==> src/hdl/ncc_pkg.sv <==
// Package for the normalized cross-correlation block.
// Shared widths, reset values and limits. No dependencies.
`default_nettype none
package ncc_pkg;
    localparam int COUNT_BITS_DEF = 22;
    localparam int PIX_W          = 8;
    localparam int CFG_W          = 10;
    localparam int CORR_W         = 16;
    localparam int PCNT_W         = 22;
    localparam int Q_W            = 15;
    localparam int ODD_W          = 16;
    localparam int ODD2_W         = 32;
    localparam int QUEUE_DEPTH    = 2;
    // Snapshot holds count, two linear sums and three quadratic sums
    localparam int SNAP_EXTRA     = 64;

    localparam logic [CFG_W-1:0]  MIN_PAIR_RESET = CFG_W'(10);
    localparam logic [PCNT_W-1:0] PAIR_COUNT_MAX = '1;
    localparam logic [Q_W-1:0]    Q15_MAX        = '1;
endpackage
`default_nettype wire

==> src/hdl/ncc_fifo.sv <==
// Short queue of finished sum snapshots between front and back.
// Register based; depends on nothing.
`default_nettype none
module ncc_fifo #(
    parameter int W     = 196,
    parameter int DEPTH = 2
) (
    input  wire logic         i_clk,
    input  wire logic         i_rst_n,
    input  wire logic         i_push,
    input  wire logic [W-1:0] i_data,
    output logic              o_full,
    input  wire logic         i_pop,
    output logic [W-1:0]      o_data,
    output logic              o_avail
);
    localparam int PTR_W = (DEPTH > 1) ? $clog2(DEPTH) : 1;
    localparam int CNT_W = $clog2(DEPTH + 1);

    logic [W-1:0]     r_mem [DEPTH];
    logic [PTR_W-1:0] r_wr;
    logic [PTR_W-1:0] r_rd;
    logic [CNT_W-1:0] r_cnt;
    logic             do_push;
    logic             do_pop;

    assign o_full  = (r_cnt == CNT_W'(DEPTH));
    assign o_avail = (r_cnt != '0);
    assign o_data  = r_mem[r_rd];
    assign do_push = i_push && !o_full;
    assign do_pop  = i_pop && o_avail;

    always_ff @(posedge i_clk) begin
        if (do_push) begin
            r_mem[r_wr] <= i_data;
        end
    end

    always_ff @(posedge i_clk) begin
        if (!i_rst_n) begin
            r_wr  <= '0;
            r_rd  <= '0;
            r_cnt <= '0;
        end else begin
            if (do_push) begin
                r_wr <= (r_wr == PTR_W'(DEPTH - 1)) ? '0 : r_wr + 1'b1;
            end
            if (do_pop) begin
                r_rd <= (r_rd == PTR_W'(DEPTH - 1)) ? '0 : r_rd + 1'b1;
            end
            if (do_push && !do_pop) begin
                r_cnt <= r_cnt + 1'b1;
            end else if (do_pop && !do_push) begin
                r_cnt <= r_cnt - 1'b1;
            end
        end
    end
endmodule
`default_nettype wire

==> src/hdl/ncc_front.sv <==
// Front end: accumulates pair count and moment sums, one pair a cycle while
// the queue has room. Pushes a snapshot to the queue on the last pair. Uses ncc_pkg.
`default_nettype none
module ncc_front #(
    parameter int COUNT_BITS = ncc_pkg::COUNT_BITS_DEF
) (
    input  wire logic                            i_clk,
    input  wire logic                            i_rst_n,
    input  wire logic                            i_valid,
    output logic                                 o_ready,
    input  wire logic [ncc_pkg::PIX_W-1:0]       i_template_pixel,
    input  wire logic [ncc_pkg::PIX_W-1:0]       i_target_pixel,
    input  wire logic                            i_in_bounds,
    input  wire logic                            i_last_pair,
    output logic                                 o_push,
    output logic [6*COUNT_BITS+ncc_pkg::SNAP_EXTRA-1:0] o_data,
    input  wire logic                            i_full
);
    import ncc_pkg::*;

    localparam int SW = COUNT_BITS + 8;
    localparam int QW = COUNT_BITS + 16;

    logic [COUNT_BITS-1:0] r_cnt, n_cnt;
    logic [SW-1:0]         r_sa, n_sa, r_sb, n_sb;
    logic [QW-1:0]         r_saa, n_saa, r_sbb, n_sbb, r_sab, n_sab;
    logic                  accept;
    logic                  take;
    logic [2*PIX_W-1:0]    aa, bb, ab;

    assign o_ready = !i_full;
    assign accept  = i_valid && o_ready;
    // Hold everything once the count is full so the sums never wrap
    assign take    = accept && i_in_bounds && (r_cnt != '1);

    assign aa = (2*PIX_W)'(i_template_pixel) * (2*PIX_W)'(i_template_pixel);
    assign bb = (2*PIX_W)'(i_target_pixel) * (2*PIX_W)'(i_target_pixel);
    assign ab = (2*PIX_W)'(i_template_pixel) * (2*PIX_W)'(i_target_pixel);

    always_comb begin
        n_cnt = r_cnt;
        n_sa  = r_sa;
        n_sb  = r_sb;
        n_saa = r_saa;
        n_sbb = r_sbb;
        n_sab = r_sab;
        if (take) begin
            n_cnt = r_cnt + 1'b1;
            n_sa  = r_sa + SW'(i_template_pixel);
            n_sb  = r_sb + SW'(i_target_pixel);
            n_saa = r_saa + QW'(aa);
            n_sbb = r_sbb + QW'(bb);
            n_sab = r_sab + QW'(ab);
        end
    end

    assign o_push = accept && i_last_pair;
    assign o_data = {n_cnt, n_sa, n_saa, n_sb, n_sbb, n_sab};

    always_ff @(posedge i_clk) begin
        if (!i_rst_n) begin
            r_cnt <= '0;
            r_sa  <= '0;
            r_sb  <= '0;
            r_saa <= '0;
            r_sbb <= '0;
            r_sab <= '0;
        end else if (accept) begin
            if (i_last_pair) begin
                r_cnt <= '0;
                r_sa  <= '0;
                r_sb  <= '0;
                r_saa <= '0;
                r_sbb <= '0;
                r_sab <= '0;
            end else begin
                r_cnt <= n_cnt;
                r_sa  <= n_sa;
                r_sb  <= n_sb;
                r_saa <= n_saa;
                r_sbb <= n_sbb;
                r_sab <= n_sab;
            end
        end
    end
endmodule
`default_nettype wire

==> src/hdl/ncc_mul.sv <==
// Shift-add multiplier, one multiplier bit per cycle, stops early when
// the remaining multiplier bits are zero. Uses ncc_pkg.
`default_nettype none
module ncc_mul #(
    parameter int MC_W = 120,
    parameter int MP_W = 60
) (
    input  wire logic                            i_clk,
    input  wire logic                            i_rst_n,
    input  wire logic                            i_start,
    input  wire logic [MC_W-1:0]                 i_mcand,
    input  wire logic [MP_W-1:0]                 i_mplier,
    output logic [MC_W+ncc_pkg::ODD2_W-1:0]      o_prod,
    output logic                                 o_busy,
    output logic                                 o_done
);
    import ncc_pkg::*;

    localparam int RW = MC_W + ODD2_W;

    logic [RW-1:0]   r_acc;
    logic [RW-1:0]   r_mc;
    logic [MP_W-1:0] r_mp;
    logic            r_busy;
    logic            r_done;

    assign o_prod = r_acc;
    assign o_busy = r_busy;
    assign o_done = r_done;

    always_ff @(posedge i_clk) begin
        if (!i_rst_n) begin
            r_busy <= 1'b0;
            r_done <= 1'b0;
        end else begin
            r_done <= 1'b0;
            if (i_start) begin
                r_busy <= 1'b1;
            end else if (r_busy && (r_mp == '0)) begin
                r_busy <= 1'b0;
                r_done <= 1'b1;
            end
        end
    end

    always_ff @(posedge i_clk) begin
        if (i_start) begin
            r_acc <= '0;
            r_mc  <= RW'(i_mcand);
            r_mp  <= i_mplier;
        end else if (r_busy && (r_mp != '0)) begin
            if (r_mp[0]) begin
                r_acc <= r_acc + r_mc;
            end
            r_mc <= {r_mc[RW-2:0], 1'b0};
            r_mp <= r_mp >> 1;
        end
    end
endmodule
`default_nettype wire

==> src/hdl/ncc_back.sv <==
// Back end: per snapshot, forms variances, covariance and the Q1.15
// coefficient by bisection over a shared shift-add multiplier.
// Holds the output register. Uses ncc_pkg and ncc_mul.
`default_nettype none
module ncc_back #(
    parameter int COUNT_BITS = ncc_pkg::COUNT_BITS_DEF
) (
    input  wire logic                                    i_clk,
    input  wire logic                                    i_rst_n,
    input  wire logic [6*COUNT_BITS+ncc_pkg::SNAP_EXTRA-1:0] i_data,
    input  wire logic                                    i_avail,
    output logic                                         o_pop,
    input  wire logic [ncc_pkg::CFG_W-1:0]               i_min_pair_count,
    output logic                                         o_valid,
    input  wire logic                                    i_out_ready,
    output logic signed [ncc_pkg::CORR_W-1:0]            o_correlation,
    output logic                                         o_result_valid,
    output logic [ncc_pkg::PCNT_W-1:0]                   o_pair_count
);
    import ncc_pkg::*;

    localparam int C  = COUNT_BITS;
    localparam int SW = C + 8;
    localparam int QW = C + 16;
    localparam int VW = 2*C + 16;
    localparam int PW = 2*VW;
    localparam int RW = PW + ODD2_W;
    localparam int NW = (C > PCNT_W) ? C : PCNT_W;

    typedef enum logic [2:0] {S_IDLE, S_MUL, S_CHK, S_GO, S_EMIT} t_state;
    typedef enum logic [3:0] {
        ST_NSAA, ST_SASA, ST_NSBB, ST_SBSB, ST_PROD,
        ST_NSAB, ST_SASB, ST_NUM2, ST_SRCH
    } t_step;

    t_state r_state;
    t_step  r_step;

    logic [C-1:0]  s_cnt;
    logic [SW-1:0] s_sa, s_sb;
    logic [QW-1:0] s_saa, s_sbb, s_sab;

    logic [C-1:0]      r_n;
    logic [SW-1:0]     r_sa, r_sb;
    logic [QW-1:0]     r_sbb, r_sab;
    logic [VW-1:0]     r_va, r_vb;
    logic [PW-1:0]     r_prod;
    logic [RW-1:0]     r_rhs;
    logic              r_neg;
    logic              r_res_ok;
    logic [Q_W-1:0]    r_lo, r_hi, r_mid;
    logic [ODD2_W-1:0] r_odd2;

    logic              r_mul_start;
    logic [PW-1:0]     r_mcand;
    logic [VW-1:0]     r_mplier;
    logic [RW-1:0]     mul_prod;
    logic              mul_busy;
    logic              mul_done;

    logic                     r_out_valid;
    logic signed [CORR_W-1:0] r_corr;
    logic                     r_res_valid;
    logic [PCNT_W-1:0]        r_pcnt;

    logic [VW-1:0]     prod_v;
    logic [VW-1:0]     vb_fin;
    logic              p_neg;
    logic [VW-1:0]     num;
    logic [Q_W-1:0]    mid_w;
    logic [ODD_W-1:0]  odd_w;
    logic [ODD2_W-1:0] odd2_w;
    logic [NW-1:0]     n_ext;
    logic [PCNT_W-1:0] pcnt_sat;
    logic [CORR_W-1:0] mag;

    assign {s_cnt, s_sa, s_saa, s_sb, s_sbb, s_sab} = i_data;
    assign o_pop = (r_state == S_IDLE) && i_avail;

    assign prod_v = VW'(mul_prod);
    assign vb_fin = r_vb - prod_v;
    assign p_neg  = (r_va < prod_v);
    assign num    = p_neg ? (prod_v - r_va) : (r_va - prod_v);
    assign mid_w  = Q_W'((17'(r_lo) + 17'(r_hi) + 17'd1) >> 1);
    assign odd_w  = {mid_w, 1'b0} - ODD_W'(1);
    assign odd2_w = ODD2_W'(odd_w) * ODD2_W'(odd_w);
    assign n_ext  = NW'(r_n);
    assign pcnt_sat = (n_ext > NW'(PAIR_COUNT_MAX)) ? PAIR_COUNT_MAX : PCNT_W'(n_ext);
    assign mag    = CORR_W'(r_lo);

    ncc_mul #(.MC_W(PW), .MP_W(VW)) u_mul (
        .i_clk    (i_clk),
        .i_rst_n  (i_rst_n),
        .i_start  (r_mul_start),
        .i_mcand  (r_mcand),
        .i_mplier (r_mplier),
        .o_prod   (mul_prod),
        .o_busy   (mul_busy),
        .o_done   (mul_done)
    );

    always_ff @(posedge i_clk) begin
        if (!i_rst_n) begin
            r_state     <= S_IDLE;
            r_step      <= ST_NSAA;
            r_mul_start <= 1'b0;
            r_out_valid <= 1'b0;
            r_res_ok    <= 1'b0;
            r_neg       <= 1'b0;
            r_lo        <= '0;
            r_hi        <= '0;
            r_mid       <= '0;
        end else begin
            r_mul_start <= 1'b0;
            if (r_out_valid && i_out_ready) begin
                r_out_valid <= 1'b0;
            end
            unique case (r_state)
                S_IDLE: begin
                    if (i_avail) begin
                        r_n   <= s_cnt;
                        r_sa  <= s_sa;
                        r_sb  <= s_sb;
                        r_sbb <= s_sbb;
                        r_sab <= s_sab;
                        r_neg <= 1'b0;
                        r_lo  <= '0;
                        r_hi  <= '0;
                        if (NW'(s_cnt) < NW'(i_min_pair_count)) begin
                            r_res_ok <= 1'b0;
                            r_state  <= S_EMIT;
                        end else begin
                            r_mcand     <= PW'(s_saa);
                            r_mplier    <= VW'(s_cnt);
                            r_mul_start <= 1'b1;
                            r_step      <= ST_NSAA;
                            r_state     <= S_MUL;
                        end
                    end
                end
                S_MUL: begin
                    if (mul_done) begin
                        r_mul_start <= 1'b1;
                        case (r_step)
                            ST_NSAA: begin
                                r_va     <= prod_v;
                                r_mcand  <= PW'(r_sa);
                                r_mplier <= VW'(r_sa);
                                r_step   <= ST_SASA;
                            end
                            ST_SASA: begin
                                r_va     <= r_va - prod_v;
                                r_mcand  <= PW'(r_sbb);
                                r_mplier <= VW'(r_n);
                                r_step   <= ST_NSBB;
                            end
                            ST_NSBB: begin
                                r_vb     <= prod_v;
                                r_mcand  <= PW'(r_sb);
                                r_mplier <= VW'(r_sb);
                                r_step   <= ST_SBSB;
                            end
                            ST_SBSB: begin
                                r_mcand  <= PW'(r_va);
                                r_mplier <= vb_fin;
                                r_step   <= ST_PROD;
                            end
                            ST_PROD: begin
                                r_prod <= PW'(mul_prod);
                                if (PW'(mul_prod) == '0) begin
                                    // flat image: no correlation
                                    r_mul_start <= 1'b0;
                                    r_res_ok    <= 1'b0;
                                    r_state     <= S_EMIT;
                                end else begin
                                    r_mcand  <= PW'(r_sab);
                                    r_mplier <= VW'(r_n);
                                    r_step   <= ST_NSAB;
                                end
                            end
                            ST_NSAB: begin
                                r_va     <= prod_v;
                                r_mcand  <= PW'(r_sb);
                                r_mplier <= VW'(r_sa);
                                r_step   <= ST_SASB;
                            end
                            ST_SASB: begin
                                r_neg    <= p_neg;
                                r_mcand  <= PW'(num);
                                r_mplier <= num;
                                r_step   <= ST_NUM2;
                            end
                            ST_NUM2: begin
                                r_mul_start <= 1'b0;
                                r_rhs   <= {PW'(mul_prod), ODD2_W'(0)};
                                r_lo    <= '0;
                                r_hi    <= Q15_MAX;
                                r_state <= S_CHK;
                            end
                            ST_SRCH: begin
                                r_mul_start <= 1'b0;
                                if (mul_prod <= r_rhs) begin
                                    r_lo <= r_mid;
                                end else begin
                                    r_hi <= r_mid - 1'b1;
                                end
                                r_state <= S_CHK;
                            end
                            default: begin
                                r_mul_start <= 1'b0;
                                r_state     <= S_IDLE;
                            end
                        endcase
                    end
                end
                S_CHK: begin
                    // bisect for the largest q with (2q-1)^2 * prod <= 2^32 * num^2
                    if (r_lo < r_hi) begin
                        r_mid   <= mid_w;
                        r_odd2  <= odd2_w;
                        r_state <= S_GO;
                    end else begin
                        r_res_ok <= 1'b1;
                        r_state  <= S_EMIT;
                    end
                end
                S_GO: begin
                    r_mcand     <= r_prod;
                    r_mplier    <= VW'(r_odd2);
                    r_mul_start <= 1'b1;
                    r_step      <= ST_SRCH;
                    r_state     <= S_MUL;
                end
                S_EMIT: begin
                    if (!r_out_valid || i_out_ready) begin
                        r_out_valid <= 1'b1;
                        r_res_valid <= r_res_ok;
                        r_pcnt      <= pcnt_sat;
                        if (!r_res_ok) begin
                            r_corr <= '0;
                        end else if (r_neg) begin
                            r_corr <= CORR_W'(0) - mag;
                        end else begin
                            r_corr <= mag;
                        end
                        r_state <= S_IDLE;
                    end
                end
                default: r_state <= S_IDLE;
            endcase
        end
    end

    assign o_valid        = r_out_valid;
    assign o_correlation  = r_corr;
    assign o_result_valid = r_res_valid;
    assign o_pair_count   = r_pcnt;

    a_start_idle: assert property (@(posedge i_clk) disable iff (!i_rst_n)
        r_mul_start |-> !mul_busy)
        else $error("multiplier started while busy");

    a_done_in_mul: assert property (@(posedge i_clk) disable iff (!i_rst_n)
        mul_done |-> (r_state == S_MUL))
        else $error("multiplier result arrived outside a multiply step");

    a_bisect_order: assert property (@(posedge i_clk) disable iff (!i_rst_n)
        r_lo <= r_hi)
        else $error("bisection bounds crossed");

    a_invalid_zero: assert property (@(posedge i_clk) disable iff (!i_rst_n)
        (r_out_valid && !r_res_valid) |-> (r_corr == '0))
        else $error("invalid result carries a nonzero coefficient");
endmodule
`default_nettype wire

==> src/hdl/normalized_cross_correlation.sv <==
// Normalized cross-correlation of a stream of 8-bit pixel pairs.
// Input channel (i_valid/o_ready) takes one pair a cycle: template and
// target pixel, an in-bounds flag and a last-pair flag. Counted pairs add
// to the pair count and the moment sums; the last pair closes one
// evaluation and its sums move to a two-entry queue, after which the
// accumulators start again from zero.
// The back end turns each evaluation into one request on the output
// channel (o_valid/i_ready): Pearson coefficient in signed Q1.15, a valid
// flag and the saturated pair count. It runs one shift-add multiplier,
// one multiplier bit a cycle: eight products for the moments and then up
// to 15 bisection steps per evaluation, fewer when too few pairs were
// counted or the image is flat. The input keeps streaming while the
// queue has room.
// If the receiver stalls, the finished request holds in the output
// register, the back end waits with the next one, and once the queue is
// full o_ready drops. Reset clears the sums, queue and output valid and sets
// min_pair_count to 10; i_cfg_we writes it in the same cycle.
`default_nettype none
module normalized_cross_correlation #(
    parameter int COUNT_BITS = ncc_pkg::COUNT_BITS_DEF
) (
    input  wire logic                              i_clk,
    input  wire logic                              i_rst_n,
    input  wire logic                              i_valid,
    output logic                                   o_ready,
    input  wire logic [ncc_pkg::PIX_W-1:0]         i_template_pixel,
    input  wire logic [ncc_pkg::PIX_W-1:0]         i_target_pixel,
    input  wire logic                              i_in_bounds,
    input  wire logic                              i_last_pair,
    output logic                                   o_valid,
    input  wire logic                              i_ready,
    output logic signed [ncc_pkg::CORR_W-1:0]      o_correlation,
    output logic                                   o_result_valid,
    output logic [ncc_pkg::PCNT_W-1:0]             o_pair_count,
    input  wire logic                              i_cfg_we,
    input  wire logic [ncc_pkg::CFG_W-1:0]         i_cfg_data
);
    import ncc_pkg::*;

    localparam int SNAP_W = 6*COUNT_BITS + SNAP_EXTRA;

    logic [CFG_W-1:0]  r_min_pair_count;
    logic              q_push;
    logic              q_full;
    logic              q_pop;
    logic              q_avail;
    logic [SNAP_W-1:0] q_in;
    logic [SNAP_W-1:0] q_out;

    always_ff @(posedge i_clk) begin
        if (!i_rst_n) begin
            r_min_pair_count <= MIN_PAIR_RESET;
        end else if (i_cfg_we) begin
            r_min_pair_count <= i_cfg_data;
        end
    end

    ncc_front #(.COUNT_BITS(COUNT_BITS)) u_front (
        .i_clk            (i_clk),
        .i_rst_n          (i_rst_n),
        .i_valid          (i_valid),
        .o_ready          (o_ready),
        .i_template_pixel (i_template_pixel),
        .i_target_pixel   (i_target_pixel),
        .i_in_bounds      (i_in_bounds),
        .i_last_pair      (i_last_pair),
        .o_push           (q_push),
        .o_data           (q_in),
        .i_full           (q_full)
    );

    ncc_fifo #(.W(SNAP_W), .DEPTH(QUEUE_DEPTH)) u_queue (
        .i_clk   (i_clk),
        .i_rst_n (i_rst_n),
        .i_push  (q_push),
        .i_data  (q_in),
        .o_full  (q_full),
        .i_pop   (q_pop),
        .o_data  (q_out),
        .o_avail (q_avail)
    );

    ncc_back #(.COUNT_BITS(COUNT_BITS)) u_back (
        .i_clk            (i_clk),
        .i_rst_n          (i_rst_n),
        .i_data           (q_out),
        .i_avail          (q_avail),
        .o_pop            (q_pop),
        .i_min_pair_count (r_min_pair_count),
        .o_valid          (o_valid),
        .i_out_ready      (i_ready),
        .o_correlation    (o_correlation),
        .o_result_valid   (o_result_valid),
        .o_pair_count     (o_pair_count)
    );
endmodule
`default_nettype wire
==> config.mk <==
export PLATFORM = sky130hd
export DESIGN_NAME = normalized_cross_correlation
export DESIGN_NICKNAME = d
export VERILOG_FILES = /design/src/hdl/ncc_pkg.sv /design/src/hdl/ncc_fifo.sv /design/src/hdl/ncc_front.sv /design/src/hdl/ncc_mul.sv /design/src/hdl/ncc_back.sv /design/src/hdl/normalized_cross_correlation.sv
export SDC_FILE = /design/constraint.sdc
export NUM_CORES = 2
export LEC_CHECK = 0
export CORE_MARGIN = 4
export CORE_UTILIZATION = 50
export CTS_CLUSTER_SIZE = 24
export DETAILED_ROUTE_END_ITERATION = 12
export DONT_BUFFER_PORTS = 1
export GPL_TIMING_DRIVEN = 0
export PLACE_DENSITY = 0.62
export SYNTH_ARGS = -nofsm -noshare
export SYNTH_HDL_FRONTEND = slang
export SYNTH_SLANG_ARGS = --single-unit
==> constraint.sdc <==
create_clock -name i_clk -period 18.9 [get_ports i_clk]
set_input_delay 3.78 -clock i_clk [delete_from_list [all_inputs] [get_ports i_clk]]
set_output_delay 3.78 -clock i_clk [all_outputs]
set_load 0.01 [all_outputs]
# Word-level counts from Yosys, hierarchy flattened
# Memory sizes are Yosys's and may differ from the RTL's. A register that Yosys moved wholly into a read port is not among the register bits.
# Cells that the tools add are included.
# totals
memories	1
mem_bits_rw	392
elab_cells	241
ff_bits	1401
# classes
add_sub_neg	19
multipliers	4
mux	85
bitwise_logic	1
reduce_logical	53
n_eq_ne	32
magnitude_cmp	5
# memory_table
name	depth	width	rd	rd_ports_with_merged_regs	wr	line_no	rtl
u_queue.r_mem	2	196	1	1	1	ncc_fifo.sv:20	logic [W-1:0] r_mem [DEPTH];
# op_table
op	count
$mux W120	6
$pmux W120 S6	1
$mux W60	7
$pmux W120 S3	1
$pmux W60 S6	1
$mux W38	6
$pmux W60 S3	1
$sub A60 B60 Y60	3
$add A152 B152 Y152	1
$le A152 B152 Y1	1
$logic_not A120 Y1	1
$mux W30	4
$pmux W15 S2	4
$pmux W60 S2	1
$add A38 B16 Y38	3
$mux W15	6
$add A30 B8 Y30	2
$logic_not A60 Y1	1
$lt A60 B60 Y1	1
$reduce_bool A60 Y1	1
$mul A8 B8 Y16	3
$mux W22	2
$mul A16 B16 Y32	1
$pmux W4 S7	1
other kinds (52)	140

# Longest topological paths before layout
# logic_depth
depth_word	9
depth_mapped	37
ltp_nobuf	37

# Hierarchy
# From an unflattened synthesis, not the netlist that was laid out.
# unflattened
hier_cells	10998
area_unflattened_um2	112116.3
# modules_own_cells
mod	cells_each	instances	area_each_um2
ncc_back	5282	1	54210.7
ncc_mul	2643	1	23637.7
ncc_front	2407	1	18941.9
ncc_fifo	635	1	14956.8
normalized_cross_correlation	31	1	369.1

# Worst setup path before layout
# No wires, ideal clock.
# synth_timing
path_kind	input -> register
startpoint	in i_rst_n
endpoint	reg u_back.r_rhs[100] (enable)
arrival_ns	15.651
setup_slack_ns	2.356
cell_stages	4
path_buffers	2
path_cell_list	clkbuf_1 > clkbuf_1 > nand2_1 > nor4_1
# synth_between
elab_chain_len	1
# synth_rtl
item	line_no	rtl
start, declared	normalized_cross_correlation.sv:23	input wire logic i_rst_n,
$reduce_and A4 Y1 (no source line)	n/a	
end signal, assigned	ncc_back.sv:195	r_rhs <= {PW'(mul_prod), ODD2_W'(0)};
end, declared	ncc_back.sv:48	logic [RW-1:0] r_rhs;
# Every way passes these cells.
# A chain may end at the register's enable or synchronous reset.

# Worst setup path after layout
# layout_timing
startpoint	reg u_back.r_lo[1]
endpoint	reg u_back.r_odd2[31] (data pin)
# layout_between
elab_chain_len	4
# layout_rtl
item	line_no	rtl
start, declared	ncc_back.sv:51	logic [Q_W-1:0] r_lo, r_hi, r_mid;
start signal, assigned	ncc_back.sv:203	r_lo <= r_mid;
$add A15 B15 Y16	ncc_back.sv:84	assign mid_w = Q_W'((17'(r_lo) + 17'(r_hi) + 17'd1) >> 1);
$add A16 B1 Y16	ncc_back.sv:84	
$sub A16 B1 Y16	ncc_back.sv:85	assign odd_w = {mid_w, 1'b0} - ODD_W'(1);
$mul A16 B16 Y32	ncc_back.sv:86	assign odd2_w = ODD2_W'(odd_w) * ODD2_W'(odd_w);
named net u_back.odd2_w[31]	ncc_back.sv:72	logic [ODD2_W-1:0] odd2_w;
end signal, assigned	ncc_back.sv:220	r_odd2 <= odd2_w;
end, declared	ncc_back.sv:52	logic [ODD2_W-1:0] r_odd2;
# The timed path passes the listed nets, and every way through them passes these cells.

==> Flow_metrics.wiki <==
{| class="wikitable"
! Metric !! Value
|-
| Launching element of the worst setup path || u_back.r_lo[1]
|-
| Worst path required time || 19.53 ns
|-
| Post-Syn Instances || 10540
|-
| CTS root buffer || clkbuf_16
|-
| Final clock period utilization by the worst path || 0.5534
|-
| TritonCTS clock tree || done
|-
| Crit end category || flop
|-
| Synth Warn # || 0
|-
| Delay of the slowest cell on the worst path || approximately 0.57 ns
|-
| Antenna violations before repair || 26
|-
| Violations in the final reports || capacitance limit, slew limit
|-
| Total of fill cells in the finished design || about 19000
|-
| Post-DP HPWL || 309700 um
|-
| Register area share after synthesis || 0.4528
|-
| Post-Route Utilization || 0.5580
|-
| Number of enable-type register cells in the synthesized netlist || 1338
|-
| Portion of synthesized cell area occupied by the leading cell type || 0.3694
|-
| Critical path buffer and inverter count || 4
|-
| Period minus WS final || between 10 and 15 ns
|-
| Cell type contributing the most total cell area after synthesis || edfxtp_1
|-
| Detail-routed net length per standard cell || 28.67 um
|-
| Post-CTS Setup Bufs || 0
|-
| Max-slew violation count || 3
|-
| Largest net degree at the start of global routing || 59
|-
| Cell types with the largest area share after synthesis || edfxtp_1, ha_1, dfxtp_1
|-
| Number of cell rows || 170
|-
| Nets@finish || roughly 12000
|-
| Synth-to-layout area growth || 10.53%
|-
| Async set-reset flop share out of synthesis || 0
|-
| Core Box Area || 215500 sq um
|-
| Antenna violation net count after detailed routing || 0
|-
| Horizontal die dimension || 474.4 um
|-
| Slowest-stage cell, CP || fa_1
|-
| Count of cells resized by post-cts repair || 0
|-
| Number of stages on the worst setup path || 32
|-
| Startpoint of the worst register-to-register path || u_back.r_lo[1]
|-
| Run status || finished, violations left
|-
| Worst-path fanout max || 10
|-
| Startpoint kind of the worst setup timing path || flop
|-
| Number of unique standard cell types used by synthesis || 98
|-
| Die footprint || 225100 sq um
|-
| Measured slew at the worst slew-check pin || 1.570 ns
|-
| Die height || 474.4 um
|-
| Global-route wire length before repair || 568200 um
|-
| # Max-Cap Violations || 1
|-
| RSZ-0062 raised after global routing || false
|-
| Remaining max-slew budget at the tightest pin || -0.05468
|-
| Timing endpoint of the critical path || u_back.r_odd2[31]
|-
| Number of clock buffers inserted by TritonCTS || between 150 and 200
|-
| Hold_buf cts || 0
|-
| Total GRT Usage || 0.3455
|-
| Weighted congestion at the end of routability-driven global placement || 1.043
|-
| CP top delay family || adder cells
|-
| Maximum clock frequency || between 90 and 100 MHz
|-
| Clock transition time at the flip-flop clock pins of the worst setup and hold paths || about 0.07 ns
|-
| H-tree level count || 4
|-
| Sinks on the clock net || 1791
|-
| Worst Hold Class || reg -> reg
|-
| Top-count cell post-synth || edfxtp_1
|-
| Total setup violations reported at the end of the flow || 0
|-
| Detailed-route wire length || around 400000 um
|-
| Post-Synthesis Net Count || 11600
|-
| Clock tree skew after final layout || ~0.064 ns
|-
| First-iteration detailed-routing DRC count || 9881
|-
| Register bit total from synthesis || 1791
|-
| Most used cell along the critical path || fa_1
|-
| Number of global-route vias before repair || 82660
|-
| Initial core utilization || 0.5048
|-
| Longest Clk Path Bufs || 3
|-
| Leading cell types by count after synthesis || edfxtp_1, nand2_1, a21oi_1
|-
| Drt pass-1 iters || 11
|-
| Total via count after detailed routing || 85880
|-
| Share of layout cells above drive strength 1 || 0.07404
|-
| Number of DRC violations after detailed routing || 0
|-
| Mean instance size in the synthesized netlist || 10.32 sq um
|-
| Gr ovfl total || 0
|-
| Mapped Area || 108800 sq um
|-
| Most instantiated flip-flop cell in the synthesis netlist || edfxtp_1
|-
| Port bufs || 0
|-
| End of the worst register-to-register path || u_back.r_odd2[31]
|-
| Category of the most critical setup path || reg -> reg
|-
| Post-DR vias/cell || 6.215
|-
| Io pins || 74
|-
| Critical path arrival || 11.08 ns
|-
| R2r worst-path depth || 32
|-
| Hold violation count in the final report || 0
|-
| Insertion delay of the later-clocked pin in the worst-skew pair || 0.89 ns
|-
| Setup slack on the worst flop-to-flop path || 8.44 ns
|}
## sequential cells by signal, summed over array words and instances, names as in the netlist, 22 cells and up, named ones only
register,count
u_back.r_sab,38
u_back.r_mplier,60
u_back.n_ext,22
u_back.u_mul.r_mp,60
u_back.r_sb,30
u_front.r_cnt,22
u_back.r_sa,30
u_back.r_sbb,38
u_back.r_rhs,120
u_front.r_sab,38
u_back.o_pair_count,22
u_back.r_mcand,120
u_front.r_saa,38
u_front.r_sa,30
u_back.r_va,60
u_back.r_prod,120
u_queue.r_mem,392
u_front.r_sbb,38
u_back.r_vb,60
u_back.r_odd2,29
u_front.r_sb,30
u_back.u_mul.o_prod,152
u_back.u_mul.r_mc,152
## metrics by stage
step	instances	cell area, sq um	setup WS, ns	TNS (ns)	hold slack, ns
after floorplan	10540	108800	2.356	0	0.4182
after global placement	13380	112300	-5.390	-794.18	0.4457
after detailed placement	13440	113400	7.929	0	0.4621
after CTS	13800	120200	7.866	0	0.4706
after global routing	13810	120200	7.744	0	0.5053
final	13820	120200	8.441	0	0.4728
## worst reg2reg max path, delay by kind of cell, from the launching register on
family / cells / cell delay (ns)
xor gates and xnor gates: 3 / 0.88
DFF: 1 / 0.50
and+or+nand+nor: 7 / 1.59
adders and majority gates: 8 / 4.08
AOI/OAI and AO/OA: 10 / 2.53
buffers and inverters: 4 / 0.62
## how the worst min path moves through the flow
stage | from | end | slack [ns] | depth (start not counted)
global route | u_front.r_sb[28] | u_front.r_sb[28] | 0.51 | 1
global placement | u_front.r_sb[28] | u_front.r_sb[28] | 0.45 | 1
detailed placement | u_front.r_sb[28] | u_front.r_sb[28] | 0.46 | 1
finish | u_front.r_sb[28] | u_front.r_sb[28] | 0.47 | 2
CTS | u_front.r_sb[28] | u_front.r_sb[28] | 0.47 | 2
floorplan | u_back.u_mul.o_busy | u_back.u_mul.o_done | 0.42 | 2
## kinds of logic after synthesis
logic type,synth area share
compound gates,0.1506
xor+xnor,0.04589
fa+ha+maj,0.1387
buf+inv,0.04745
flops,0.4528
mux,0.04800
simple gates,0.1166
## final cells by class
cell class	instances	area [sq um]	area share
multi-input combinational	7386	54480	0.4532
clock buffer	248	5190	0.04317
tap	2838	3551	0.02954
buffer	543	2092	0.01740
inverter	820	3078	0.02560
timing repair buffer	62	979.7	0.008149
antenna	13	32.53	0.0002706
sequential	1791	49250	0.4096
clock inverter	117	1568	0.01304
## routing by layer
| metal | up-vias | wire, um | GRT usage |
|---|---|---|---|
| met5 | - | 85 | 0 |
| met1 | 42350 | 159700 | 0.4553 |
| met2 | 4054 | 175900 | 0.5366 |
| met4 | 12 | 26110 | 0.1927 |
| li1 | 38490 | - | - |
| met3 | 975 | 34340 | 0.06639 |
## cells in the final DEF, fill, tap and decap left out, types with 60 or more instances in the layout
master and count:
o21bai_1 138, nand2b_1 60, and2_1 124, mux2_2 331, mux2i_1 147, o21ai_0 459
or3_1 67, nor2_1 657, inv_1 808, and3_1 120, fa_1 299, edfxtp_1 1338
nand4_1 186, xnor2_1 366, clkbuf_1 500, xor2_1 199, o21ai_1 78, clkbuf_16 196
a22oi_1 140, ha_1 727, nand2_1 1009, a21o_1 263, a31oi_1 71, dfxtp_1 453
nor2b_1 64, nor4_1 82, a21oi_1 875, nand3_1 128, nor3_1 117, o31ai_1 64
Power is left out: the tool's default activity adds up to more than one toggle a clock period on the data nets, which glitch-free logic cannot reach.
